--- src/rtl/css_pkg.sv ---
`timescale 1ns / 1ps

package css_pkg;

	localparam int unsigned MAX_PATTERN = 16;
	localparam int unsigned BYTE_W      = 8;
	localparam int unsigned WORD_W      = 64;
	localparam int unsigned LEN_W       = 5;
	localparam int unsigned COUNT_W     = 32;
	localparam int unsigned CFG_IDX_W   = 2;
	localparam int unsigned PAT_BYTES   = 2 * WORD_W / BYTE_W;
	localparam int unsigned PAT_IDX_W   = $clog2(PAT_BYTES);

	localparam logic [CFG_IDX_W-1:0] REG_PATTERN_LOW  = 2'd0;
	localparam logic [CFG_IDX_W-1:0] REG_PATTERN_HIGH = 2'd1;
	localparam logic [CFG_IDX_W-1:0] REG_PATTERN_LEN  = 2'd2;

	typedef struct packed {
		logic               found;
		logic [COUNT_W-1:0] match_offset;
	} result_t;

	function automatic logic [BYTE_W-1:0] fold_case(input logic [BYTE_W-1:0] c);
		logic [BYTE_W-1:0] r;
		r = c;
		if (c >= 8'h41 && c <= 8'h5A) begin
			r = c + 8'h20;
		end
		return r;
	endfunction

endpackage

--- src/rtl/css_cell.sv ---
`timescale 1ns / 1ps

module css_cell (
	input  logic                         clk,
	input  logic                         shift_en,
	input  logic [css_pkg::BYTE_W-1:0]   byte_in,
	input  logic [css_pkg::BYTE_W-1:0]   pattern_byte,
	input  logic                         in_use,
	output logic [css_pkg::BYTE_W-1:0]   byte_out,
	output logic                         hit
);
	import css_pkg::*;

	logic [BYTE_W-1:0] byte_q;

	always_ff @(posedge clk) begin
		if (shift_en) begin
			byte_q <= byte_in;
		end
	end

	assign byte_out = byte_q;
	assign hit      = !in_use || (byte_in == fold_case(pattern_byte));

endmodule

--- src/rtl/css_out_buf.sv ---
`timescale 1ns / 1ps

module css_out_buf (
	input  logic               clk,
	input  logic               arst_n,
	input  logic               push,
	input  css_pkg::result_t   push_data,
	output logic               can_accept,
	output logic               out_valid,
	input  logic               out_ready,
	output css_pkg::result_t   out_data
);
	import css_pkg::*;

	logic    out_valid_q;
	logic    skid_valid_q;
	result_t out_q;
	result_t skid_q;
	logic    pop;

	assign pop        = out_valid_q && out_ready;
	assign can_accept = !skid_valid_q;
	assign out_valid  = out_valid_q;
	assign out_data   = out_q;

	always_ff @(posedge clk or negedge arst_n) begin
		if (!arst_n) begin
			out_valid_q  <= 1'b0;
			skid_valid_q <= 1'b0;
		end else begin
			if (skid_valid_q) begin
				if (pop) begin
					skid_valid_q <= 1'b0;
				end
			end else if (push) begin
				if (out_valid_q && !pop) begin
					skid_valid_q <= 1'b1;
				end else begin
					out_valid_q <= 1'b1;
				end
			end else if (pop) begin
				out_valid_q <= 1'b0;
			end
		end
	end

	always_ff @(posedge clk) begin
		if (skid_valid_q) begin
			if (pop) begin
				out_q <= skid_q;
			end
		end else if (push) begin
			if (out_valid_q && !pop) begin
				skid_q <= push_data;
			end else begin
				out_q <= push_data;
			end
		end
	end

`ifndef SYNTHESIS
	a_skid_needs_out: assert property (@(posedge clk) disable iff (!arst_n)
		skid_valid_q |-> out_valid_q)
		else $error("Skid slot holds a transaction while the output slot is empty.");

	a_skid_moves_up: assert property (@(posedge clk) disable iff (!arst_n)
		skid_valid_q && pop |=> out_valid_q && !skid_valid_q && out_q == $past(skid_q))
		else $error("Skid transaction was not moved to the output slot.");

	a_no_push_when_full: assert property (@(posedge clk) disable iff (!arst_n)
		skid_valid_q |-> !push)
		else $error("Result pushed while both slots are occupied.");
`endif

endmodule

--- src/rtl/caseless_substring_search.sv ---
`timescale 1ns / 1ps

// Searches a byte stream for a stored pattern of up to sixteen bytes, ignoring ASCII letter
// case, and reports the zero-based offset of the first match once per text; an end-of-text
// transaction reports not found if nothing matched and clears the search for the next text.
// One input transaction is taken every cycle: the folded byte enters a row of sixteen cells,
// each comparing the byte it takes in with its pattern byte and passing it on; the result
// is registered in a two-slot output buffer, so input stalls only when both slots are full.
// The pattern registers may be written only while no transaction is in flight.
module caseless_substring_search (
	input  logic                             clk,
	input  logic                             arst_n,
	input  logic                             cfg_write_en,
	input  logic [css_pkg::CFG_IDX_W-1:0]    cfg_index,
	input  logic [css_pkg::WORD_W-1:0]       cfg_data,
	input  logic                             in_valid,
	output logic                             in_ready,
	input  logic [css_pkg::BYTE_W-1:0]       text_byte,
	input  logic                             end_of_text,
	output logic                             out_valid,
	input  logic                             out_ready,
	output logic                             found,
	output logic [css_pkg::COUNT_W-1:0]      match_offset
);
	import css_pkg::*;

	logic [WORD_W-1:0]         pat_lo_q;
	logic [WORD_W-1:0]         pat_hi_q;
	logic [LEN_W-1:0]          len_q;
	logic [COUNT_W-1:0]        seen_q;
	logic                      reported_q;

	logic [2*WORD_W-1:0]       pat_vec;
	logic [LEN_W-1:0]          alen;
	logic                      in_acc;
	logic                      shift_en;
	logic [COUNT_W-1:0]        count_next;
	logic                      window_hit;
	logic                      push;
	result_t                   push_data;
	result_t                   out_data;
	logic                      can_accept;
	logic [BYTE_W-1:0]         chain [MAX_PATTERN+1];
	logic [MAX_PATTERN-1:0]    hits;

	assign pat_vec  = {pat_hi_q, pat_lo_q};
	assign alen     = (len_q > LEN_W'(MAX_PATTERN)) ? LEN_W'(MAX_PATTERN) : len_q;
	assign in_ready = can_accept;
	assign in_acc   = in_valid && in_ready;
	assign shift_en = in_acc && !end_of_text && !reported_q && (alen != '0);

	assign count_next = (seen_q == '1) ? seen_q : seen_q + COUNT_W'(1);
	assign chain[0]   = fold_case(text_byte);

	for (genvar i = 0; i < MAX_PATTERN; i++) begin : g_cell
		logic [LEN_W-1:0] k;
		assign k = alen - LEN_W'(1) - LEN_W'(i);
		css_cell u_cell (
			.clk          (clk),
			.shift_en     (shift_en),
			.byte_in      (chain[i]),
			.pattern_byte (pat_vec[k[PAT_IDX_W-1:0]*BYTE_W +: BYTE_W]),
			.in_use       (LEN_W'(i) < alen),
			.byte_out     (chain[i+1]),
			.hit          (hits[i])
		);
	end

	assign window_hit = (&hits) && (count_next >= COUNT_W'(alen));

	always_comb begin
		push                   = 1'b0;
		push_data.found        = 1'b1;
		push_data.match_offset = '0;
		if (in_acc) begin
			if (end_of_text) begin
				push            = !reported_q;
				push_data.found = (alen == '0);
			end else if (!reported_q) begin
				if (alen == '0) begin
					push = 1'b1;
				end else if (window_hit) begin
					push                   = 1'b1;
					push_data.match_offset = count_next - COUNT_W'(alen);
				end
			end
		end
	end

	always_ff @(posedge clk or negedge arst_n) begin
		if (!arst_n) begin
			pat_lo_q   <= '0;
			pat_hi_q   <= '0;
			len_q      <= '0;
			seen_q     <= '0;
			reported_q <= 1'b0;
		end else begin
			if (cfg_write_en) begin
				unique case (cfg_index)
					REG_PATTERN_LOW:  pat_lo_q <= cfg_data;
					REG_PATTERN_HIGH: pat_hi_q <= cfg_data;
					REG_PATTERN_LEN:  len_q    <= cfg_data[LEN_W-1:0];
					default: ;
				endcase
			end
			if (in_acc) begin
				if (end_of_text) begin
					seen_q     <= '0;
					reported_q <= 1'b0;
				end else if (!reported_q) begin
					if (alen == '0) begin
						reported_q <= 1'b1;
					end else begin
						seen_q <= count_next;
						if (window_hit) begin
							reported_q <= 1'b1;
						end
					end
				end
			end
		end
	end

	css_out_buf u_out_buf (
		.clk        (clk),
		.arst_n     (arst_n),
		.push       (push),
		.push_data  (push_data),
		.can_accept (can_accept),
		.out_valid  (out_valid),
		.out_ready  (out_ready),
		.out_data   (out_data)
	);

	assign found        = out_data.found;
	assign match_offset = out_data.match_offset;

`ifndef SYNTHESIS
	a_no_result_after_report: assert property (@(posedge clk) disable iff (!arst_n)
		reported_q && in_acc && !end_of_text |-> !push)
		else $error("A second result was produced for the same text.");

	a_not_found_offset_zero: assert property (@(posedge clk) disable iff (!arst_n)
		push && !push_data.found |-> push_data.match_offset == '0)
		else $error("Not-found result carries a nonzero offset.");

	a_end_clears: assert property (@(posedge clk) disable iff (!arst_n)
		in_acc && end_of_text |=> seen_q == '0 && !reported_q)
		else $error("End of text did not clear the search state.");
`endif

endmodule

--- config.mk ---
export PLATFORM = sky130hd
export DESIGN_NAME = caseless_substring_search
export DESIGN_NICKNAME = d
export VERILOG_FILES = /design/src/rtl/css_pkg.sv /design/src/rtl/css_cell.sv /design/src/rtl/css_out_buf.sv /design/src/rtl/caseless_substring_search.sv
export SDC_FILE = /design/constraint.sdc
export NUM_CORES = 1
export LEC_CHECK = 0
export BUFFER_PORTS_ARGS = -buffer_cell sky130_fd_sc_hd__buf_2
export CORE_ASPECT_RATIO = 0.5
export CORE_MARGIN = 3
export CORE_UTILIZATION = 42
export CTS_CLUSTER_SIZE = 10
export DETAILED_ROUTE_END_ITERATION = 16
export GPL_TIMING_DRIVEN = 0
export PLACE_DENSITY = 0.69
export SYNTH_ARGS = -nofsm -noshare
export SYNTH_HDL_FRONTEND = slang
export SYNTH_SLANG_ARGS = --single-unit
export TNS_END_PERCENT = 5
--- constraint.sdc ---
create_clock -name clk -period 13 [get_ports clk]
set_input_delay 1.95 -clock clk [delete_from_list [all_inputs] [get_ports clk]]
set_output_delay 1.95 -clock clk [all_outputs]
set_load 0.005 [all_outputs]
==> tab_implementation.tex, run 1 <==
\begin{tabular}{lr}
\hline
Metric & Value \\
\hline
\multicolumn{2}{l}{\textbf{Outcome}} \\
Result of the run & completed \\
\multicolumn{2}{l}{\textbf{Global route}} \\
Most utilized layer in the global route result & met2 \\
Met2 track demand over resource in global routing & 0.462 \\
Number of antenna violations at the first check in global routing & 1 \\
Global routing usage summed across all routing layers & 0.311 \\
Remaining Overflow, GRT & 0 \\
Via count of the first global-routing pass & 21,500 \\
Global-route wire length before repair & 150,000 um \\
M1 GR Usage & 0.417 \\
GRT met3 Usage & 0.113 \\
Maximum number of pins on one net before global-route repair & 95 \\
\multicolumn{2}{l}{\textbf{STA}} \\
Number of max-slew violations in the final report & 0 \\
Final setup violation count & 0 \\
Final clock period utilization by the worst path & 0.900 \\
Worst-Margin Slew & 1390 ps \\
Final hold violation count & 0 \\
Post-layout min period & 11,700 ps \\
Setup repair after global routing missed its margin & false \\
Total Neg Setup Slack & 0 ps \\
Post-route clock skew & 24.6 ps \\
Highest clock rate & 85.4 MHz \\
Worst rel slew slack & 0.0745 \\
\multicolumn{2}{l}{\textbf{Setup path}} \\
Library cell contributing the largest single delay on the critical path & sky130\_fd\_sc\_hd\_\_a211oi\_1 \\
Worst EP arrival & 11,980 ps \\
Largest incremental delay on the critical path & 940 ps \\
Crit-path max FO & 12 \\
Element type at the critical path start & flip-flop \\
Endpoint type of the worst setup path & flip-flop \\
Critical setup path kind & reg -> reg \\
Cell class contributing the biggest share of worst-path delay & buffers and inverters \\
Required time reported for the critical path endpoint & 13,270 ps \\
Combined buffer and inverter count along the critical path & 13 \\
\multicolumn{2}{l}{\textbf{Cells and area}} \\
Post-route non-filler standard cell count & 3,392 \\
Most common library cell in the layout ignoring fill and taps & sky130\_fd\_sc\_hd\_\_mux2i\_1 \\
\# fillers & 5,692 \\
Top library cells by usage in the layout, fill and taps aside & sky130\_fd\_sc\_hd\_\_mux2i\_1, sky130\_fd\_sc\_hd\_\_edfxtp\_1, sky130\_fd\_sc\_hd\_\_nand2\_1, sky130\_fd\_sc\_hd\_\_dfrtp\_1, sky130\_fd\_sc\_hd\_\_mux2\_2 \\
Synth-to-Final Area Change & 11.4\% \\
Fraction of layout cells with a size suffix above 1 & 0.232 \\
Net total in the final layout & 2,657 \\
\multicolumn{2}{l}{\textbf{Clock network}} \\
Clock latency reported for the late side of the worst-skew pair & 580 ps \\
Count of buffers added by post-CTS timing repair for setup & 0 \\
Maximum buffer depth of the clock tree & 3 \\
CTS tree & done \\
\# hold bufs at CTS & 0 \\
Root Buffer Master & sky130\_fd\_sc\_hd\_\_clkbuf\_16 \\
Total clock sinks & 354 \\
Number of buffers created by CTS & 42 \\
Clock edge transition at the registers on the reported setup and hold paths & 60 ps \\
Number of cells upsized or downsized after cts & 0 \\
Maximum level of the CTS H-tree & 2 \\
\multicolumn{2}{l}{\textbf{Pwr}} \\
Internal Pwr Total & 3.73 mW \\
Portion of total power attributed to sequential cells & 0.221 \\
Power consumption & 7.24 mW \\
Worst IR Drop VDD & 116 uV \\
Power per cell area & 246 nW/um\^{}2 \\
Net switching power figure & 3.51 mW \\
Net Sw Frac & 0.485 \\
Clock group share of total power & 0.152 \\
Leak & 11.2 nW \\
Logic pwr share & 0.627 \\
\multicolumn{2}{l}{\textbf{Yosys}} \\
Post-synth EDFFs & 186 \\
Synthesized-area fraction occupied by xor and xnor cells & 0.0636 \\
Post-synthesis sequential area ratio & 0.371 \\
Number of cells produced by synthesis & 2,374 \\
Synthesized netlist net count & 2,490 \\
Multiplexer fraction of the synthesized cell area & 0.261 \\
Average instance area after synthesis & 11.1 um\^{}2 \\
Adder-cell share of the synthesized area & 0.0173 \\
Dominant synthesized flop cell & sky130\_fd\_sc\_hd\_\_edfxtp\_1 \\
Post-synthesis compound-gate area fraction & 0.127 \\
Async set-or-reset flop fraction in the synthesized netlist & 0.475 \\
Number of storage elements in the synthesis netlist & 354 \\
Synth Warn \# & 0 \\
Syn Std Cell Area & 26,400 um\^{}2 \\
Post-synthesis simple-gate area fraction & 0.124 \\
Dominant combinational cell family by area after synthesis & multiplexers \\
Unique cell type count in the Yosys netlist & 107 \\
\multicolumn{2}{l}{\textbf{Routing}} \\
Vias after detailed routing & 22,500 \\
Post-route antenna net violation count & 0 \\
Iteration-0 DRC count of the detailed router & 3,224 \\
Total wire length after detailed routing & 104,000 um \\
Remaining routing DRC violations & 0 \\
Post-DR vias/cell & 6.64 \\
Number of iterations in the first detailed-routing pass & 6 \\
Average detailed-routed wire length per instance & 30.7 um \\
\multicolumn{2}{l}{\textbf{Die}} \\
Cell row count & 64 \\
Std-Cell Core Area & 61,700 um\^{}2 \\
I/O pin total & 115 \\
Vertical die dimension & 183 um \\
Initial core utilization & 0.428 \\
Die width & 361 um \\
Total die area & 66,100 um\^{}2 \\
\multicolumn{2}{l}{\textbf{Flow run}} \\
Count of max-cap constraint violations & 0 \\
\multicolumn{2}{l}{\textbf{Placed design}} \\
Count of port buffers added during placement & 114 \\
Last weighted congestion value of the routability-driven placer & 1.06 \\
Placed insts & 3,321 \\
Half-perimeter wire length of the detailed placement result & 81,700 um \\
\multicolumn{2}{l}{\textbf{Worst hold path}} \\
Worst min path class & reg -> reg \\
\hline
\end{tabular}
[power by group through the flow]
stage,combinational (mW),clock [mW],sequential [mW]
after floorplan,3.02,0,1.51
after global placement,4.28,0,1.62
after detailed placement,4.37,0,1.60
after CTS,4.38,1.11,1.58
after global routing,4.76,1.16,1.61
final,4.54,1.10,1.60
[layer usage]
layer  wire (um)  vias up
li1            -     9536
met1       41800    11300
met2       43900     1432
met3       14100      248
met4        4410        0
met5           0        -
[logic make-up after synthesis]
logic type,Yosys count
mux,493
buf+inv,212
xor+xnor,184
compound gates,475
simple gates,620
flops,354
fa+ha+maj,36
[path summary, 6_finish.rpt]
| path | cells after the start | end | start | slack, ps |
|---|---|---|---|---|
| worst max-delay path | 28 | u_out_buf.skid_q[28] | len_q[4] | 1300 |
| worst min-delay path | 0 | g_cell[3].u_cell.byte_out[6] | g_cell[2].u_cell.byte_out[6] | 460 |
| worst max register to register | 28 | u_out_buf.skid_q[28] | len_q[4] | 1300 |
| worst min register to register | 0 | g_cell[3].u_cell.byte_out[6] | g_cell[2].u_cell.byte_out[6] | 460 |
| max in group asynchronous | 2 | pat_lo_q[14] | arst_n | 10720 |
| min in group asynchronous | 1 | pat_lo_q[32] | arst_n | 1380 |
[through the flow]
stage | area, um^2 | setup slack [ps] | hold slack, ps | utilization
2_1_floorplan | 26400 | 3560 | 426 | -
3_3_place_gp | 28000 | -1160 | 446 | 0.454
3_5_place_dp | 28200 | 1260 | 434 | 0.457
4_1_cts | 29400 | 1240 | 443 | 0.477
5_1_grt | 29400 | 970 | 465 | 0.477
6_report | 29400 | 1300 | 456 | 0.477
[worst reg2reg max path: cells and delay by family (launching register included)]
kind / cells / cell delay, ps
buf+inv: 13 / 5430
compound gates: 6 / 2880
simple gates: 6 / 1750
fa+ha+maj: 3 / 1030
flops: 1 / 330
[cell type report]
cell class | instances | area (um^2) | share of cell area
Tap cell | 825 | 1030 | 0.0351
Clock inverter | 5 | 51.3 | 0.00174
Inverter | 54 | 203 | 0.00689
Sequential cell | 354 | 9790 | 0.333
Antenna cell | 1 | 2.50 | 0.0000850
Buffer | 158 | 756 | 0.0257
Clock buffer | 64 | 1150 | 0.0392
Multi-Input combinational cell | 1808 | 15700 | 0.534
Timing Repair Buffer | 123 | 731 | 0.0248
[synth_stat cells, types with 25 or more instances]
master                     count  area (um^2)
sky130_fd_sc_hd__ha_1         35          438
sky130_fd_sc_hd__o21ai_0      90          450
sky130_fd_sc_hd__xor2_1       70          613
sky130_fd_sc_hd__buf_2        36          180
sky130_fd_sc_hd__nor2_1       96          360
sky130_fd_sc_hd__inv_1        50          188
sky130_fd_sc_hd__o22ai_1      32          200
sky130_fd_sc_hd__nand3_1      72          360
sky130_fd_sc_hd__nand2_1     173          649
sky130_fd_sc_hd__a21oi_1      58          290
sky130_fd_sc_hd__xnor2_1     108          946
sky130_fd_sc_hd__mux4_2      141         3180
sky130_fd_sc_hd__dfrtp_1     168         4200
sky130_fd_sc_hd__mux2_2      161         1810
sky130_fd_sc_hd__nand4_1      32          200
sky130_fd_sc_hd__nor3_1       58          290
sky130_fd_sc_hd__o31ai_1      49          368
sky130_fd_sc_hd__mux2i_1     190         1900
sky130_fd_sc_hd__a22oi_1      25          188
sky130_fd_sc_hd__clkbuf_1     93          349
sky130_fd_sc_hd__edfxtp_1    186         5590
[state kept, by name, summed over array words and instances (netlist names)]
name and flops:
pat_hi_q 64, reported_q 1, pat_lo_q 64, u_out_buf.skid_q 33, seen_q 32, u_out_buf.out_data 33, g_cell.u_cell.byte_out 120, u_out_buf.skid_valid_q 1
len_q 5, u_out_buf.out_valid 1
(Power assumes the default switching activity.)
==> run 2: changes to the inputs <==
--- a/config.mk
+++ b/config.mk
@@ -13,6 +13,7 @@
 export DETAILED_ROUTE_END_ITERATION = 16
 export GPL_TIMING_DRIVEN = 0
 export PLACE_DENSITY = 0.69
+export RECOVER_POWER = 50
 export SYNTH_ARGS = -nofsm -noshare
 export SYNTH_HDL_FRONTEND = slang
 export SYNTH_SLANG_ARGS = --single-unit
==> tab_implementation.tex, run 2 (synthesis results as in run 1) <==
\begin{tabular}{lr}
\hline
Metric & Value \\
\hline
\multicolumn{2}{l}{\textbf{Global route}} \\
Global-route wire length before repair & 150,000 um (unchanged) \\
GRT met3 Usage & 0.113 (unchanged) \\
Remaining Overflow, GRT & 0 (unchanged) \\
Most utilized layer in the global route result & met2 \\
Met2 track demand over resource in global routing & 0.462 (unchanged) \\
Maximum number of pins on one net before global-route repair & 95 (unchanged) \\
M1 GR Usage & 0.417 (unchanged) \\
Via count of the first global-routing pass & 21,500 (unchanged) \\
Number of antenna violations at the first check in global routing & 1 (unchanged) \\
Global routing usage summed across all routing layers & 0.311 (unchanged) \\
\multicolumn{2}{l}{\textbf{Setup path}} \\
Largest incremental delay on the critical path & 930 ps (about the same) \\
Endpoint type of the worst setup path & flip-flop \\
Worst EP arrival & 12,300 ps (+320 ps) \\
Cell class contributing the biggest share of worst-path delay & buffers and inverters \\
Required time reported for the critical path endpoint & 13,270 ps (about the same) \\
Combined buffer and inverter count along the critical path & 13 (unchanged) \\
Library cell contributing the largest single delay on the critical path & sky130\_fd\_sc\_hd\_\_a211oi\_1 \\
Element type at the critical path start & flip-flop \\
Critical setup path kind & reg -> reg \\
Most repeated library cell on the critical path & sky130\_fd\_sc\_hd\_\_clkbuf\_1 \\
Crit-path max FO & 12 (unchanged) \\
\multicolumn{2}{l}{\textbf{Outcome}} \\
Result of the run & finished with violations \\
Violated checks & capacitance limit, slew limit \\
\multicolumn{2}{l}{\textbf{Placed design}} \\
Last weighted congestion value of the routability-driven placer & 1.06 (unchanged) \\
Placed insts & 3,321 (unchanged) \\
Count of port buffers added during placement & 114 (unchanged) \\
Half-perimeter wire length of the detailed placement result & 81,700 um (unchanged) \\
\multicolumn{2}{l}{\textbf{Clock network}} \\
Clock edge transition at the registers on the reported setup and hold paths & 60 ps (about the same) \\
Number of cells upsized or downsized after cts & 0 (unchanged) \\
\# hold bufs at CTS & 0 (unchanged) \\
Clock latency reported for the late side of the worst-skew pair & 580 ps (about the same) \\
CTS tree & done \\
Total clock sinks & 354 (unchanged) \\
Number of buffers created by CTS & 42 (unchanged) \\
Maximum buffer depth of the clock tree & 3 (unchanged) \\
Count of buffers added by post-CTS timing repair for setup & 0 (unchanged) \\
Root Buffer Master & sky130\_fd\_sc\_hd\_\_clkbuf\_16 \\
Maximum level of the CTS H-tree & 2 (unchanged) \\
\multicolumn{2}{l}{\textbf{STA}} \\
Worst rel slew slack & -2.22 (-2.29) \\
Final clock period utilization by the worst path & 0.925 (+0.0246) \\
Worst-Margin Slew & 4820 ps (+3430 ps) \\
Post-route clock skew & 20.0 ps (-4.60 ps) \\
Highest clock rate & 83.2 MHz (-2.7\%) \\
Setup repair after global routing missed its margin & false \\
Number of max-slew violations in the final report & 171 (+171) \\
Final hold violation count & 0 (unchanged) \\
Post-layout min period & 12,020 ps (+320 ps) \\
Final setup violation count & 0 (unchanged) \\
\multicolumn{2}{l}{\textbf{Cells and area}} \\
Fraction of layout cells with a size suffix above 1 & 0.219 (-0.0125) \\
Register Area & 9790 um\^{}2 (unchanged) \\
\# fillers & 5,703 (+0.19\%) \\
Max FFs per register & 120 (unchanged) \\
Multi-input combinational cell area & 15,700 um\^{}2 (unchanged) \\
Post-route non-filler standard cell count & 3,392 (unchanged) \\
Top library cells by usage in the layout, fill and taps aside & sky130\_fd\_sc\_hd\_\_mux2i\_1, sky130\_fd\_sc\_hd\_\_edfxtp\_1, sky130\_fd\_sc\_hd\_\_nand2\_1, sky130\_fd\_sc\_hd\_\_dfrtp\_1, sky130\_fd\_sc\_hd\_\_mux2\_2 \\
Most common library cell in the layout ignoring fill and taps & sky130\_fd\_sc\_hd\_\_mux2i\_1 \\
Synth-to-Final Area Change & 11.1\% \\
Final design utilization & 0.476 (-0.00120) \\
Net total in the final layout & 2,657 (unchanged) \\
\multicolumn{2}{l}{\textbf{Die}} \\
Die width & 361 um (unchanged) \\
Std-Cell Core Area & 61,700 um\^{}2 (unchanged) \\
Initial core utilization & 0.428 (unchanged) \\
Cell row count & 64 (unchanged) \\
Total die area & 66,100 um\^{}2 (unchanged) \\
Vertical die dimension & 183 um (unchanged) \\
I/O pin total & 115 (unchanged) \\
\multicolumn{2}{l}{\textbf{Pwr}} \\
Leak & 11.1 nW (-0.91\%) \\
Power per cell area & 246 nW/um\^{}2 (+0.13\%) \\
Worst IR Drop VDD & 115 uV (-1.3\%) \\
\multicolumn{2}{l}{\textbf{Routing}} \\
Total wire length after detailed routing & 104,000 um (about the same) \\
Post-DR vias/cell & 6.65 (+0.14\%) \\
Average detailed-routed wire length per instance & 30.7 um (about the same) \\
Post-route antenna net violation count & 0 (unchanged) \\
Number of iterations in the first detailed-routing pass & 6 (unchanged) \\
Remaining routing DRC violations & 0 (unchanged) \\
Iteration-0 DRC count of the detailed router & 3,273 (+1.5\%) \\
Vias after detailed routing & 22,600 (+0.14\%) \\
\multicolumn{2}{l}{\textbf{Flow run}} \\
Count of max-cap constraint violations & 2 (+2) \\
\multicolumn{2}{l}{\textbf{Worst hold path}} \\
Worst min path class & reg -> reg \\
\hline
\end{tabular}
run 2: cell types whose count changed in the layout (fill, tap and decap cells not counted):
cell                       before  now
sky130_fd_sc_hd__inv_1         50   51
sky130_fd_sc_hd__buf_16         1    0
sky130_fd_sc_hd__clkbuf_1     113  144
sky130_fd_sc_hd__buf_8          2    1
sky130_fd_sc_hd__inv_2          3    2
sky130_fd_sc_hd__buf_4          7    6
sky130_fd_sc_hd__buf_2        151  123
run 2: worst reg2reg max path, delay by kind of cell (launching register included):
family,cells,cell delay (ps)
AOI/OAI and AO/OA,6,2830
adders and majority gates,3,1020
buffers and inverters,13,5760
DFF,1,330
and+or+nand+nor,6,1760
run 2: per-layer routing:
layer / vias to the layer above / share of wire
li1: 9557 / -
met1: 11400 / 0.40
met2: 1427 / 0.42
met3: 208 / 0.13
met4: 0 / 0.040
met5: - / 0
run 2: power by group:
group	leakage, nW	switching (mW)	internal [mW]
registers	3.82	0.231	1.37
clock network	0.584	0.489	0.610
logic	6.69	2.78	1.74
run 2: final timing paths:
path | start | to | slack (ps) | cells after the start
worst max-delay path | len_q[4] | u_out_buf.skid_q[28] | 980 | 28
worst min-delay path | g_cell[2].u_cell.byte_out[6] | g_cell[3].u_cell.byte_out[6] | 450 | 0
worst max register to register | len_q[4] | u_out_buf.skid_q[28] | 980 | 28
worst min register to register | g_cell[2].u_cell.byte_out[6] | g_cell[3].u_cell.byte_out[6] | 450 | 0
max in group asynchronous | arst_n | pat_lo_q[14] | 3650 | 2
min in group asynchronous | arst_n | pat_lo_q[32] | 3100 | 1
run 2: cell type report:
cell class	count	area share
Clock buffer	64	0.0393
Sequential cell	354	0.333
Buffer	158	0.0256
Multi-Input combinational cell	1808	0.535
Tap cell	825	0.0352
Timing Repair Buffer	123	0.0225
Clock inverter	5	0.00175
Antenna cell	1	0.0000852
Inverter	54	0.00690
run 2: per-stage QoR:
stage          cell area [um^2]  worst slack [ps]  TNS [ps]  total power, mW  hold WS [ps]
2_1_floorplan             26400              3560         0             4.53           426
3_3_place_gp              28000             -1160    -58240             5.90           446
3_5_place_dp              28200              1260         0             5.97           434
4_1_cts                   29400              1240         0             7.08           443
5_1_grt                   29400               615         0             7.53           465
6_report                  29400               976         0             7.23           447
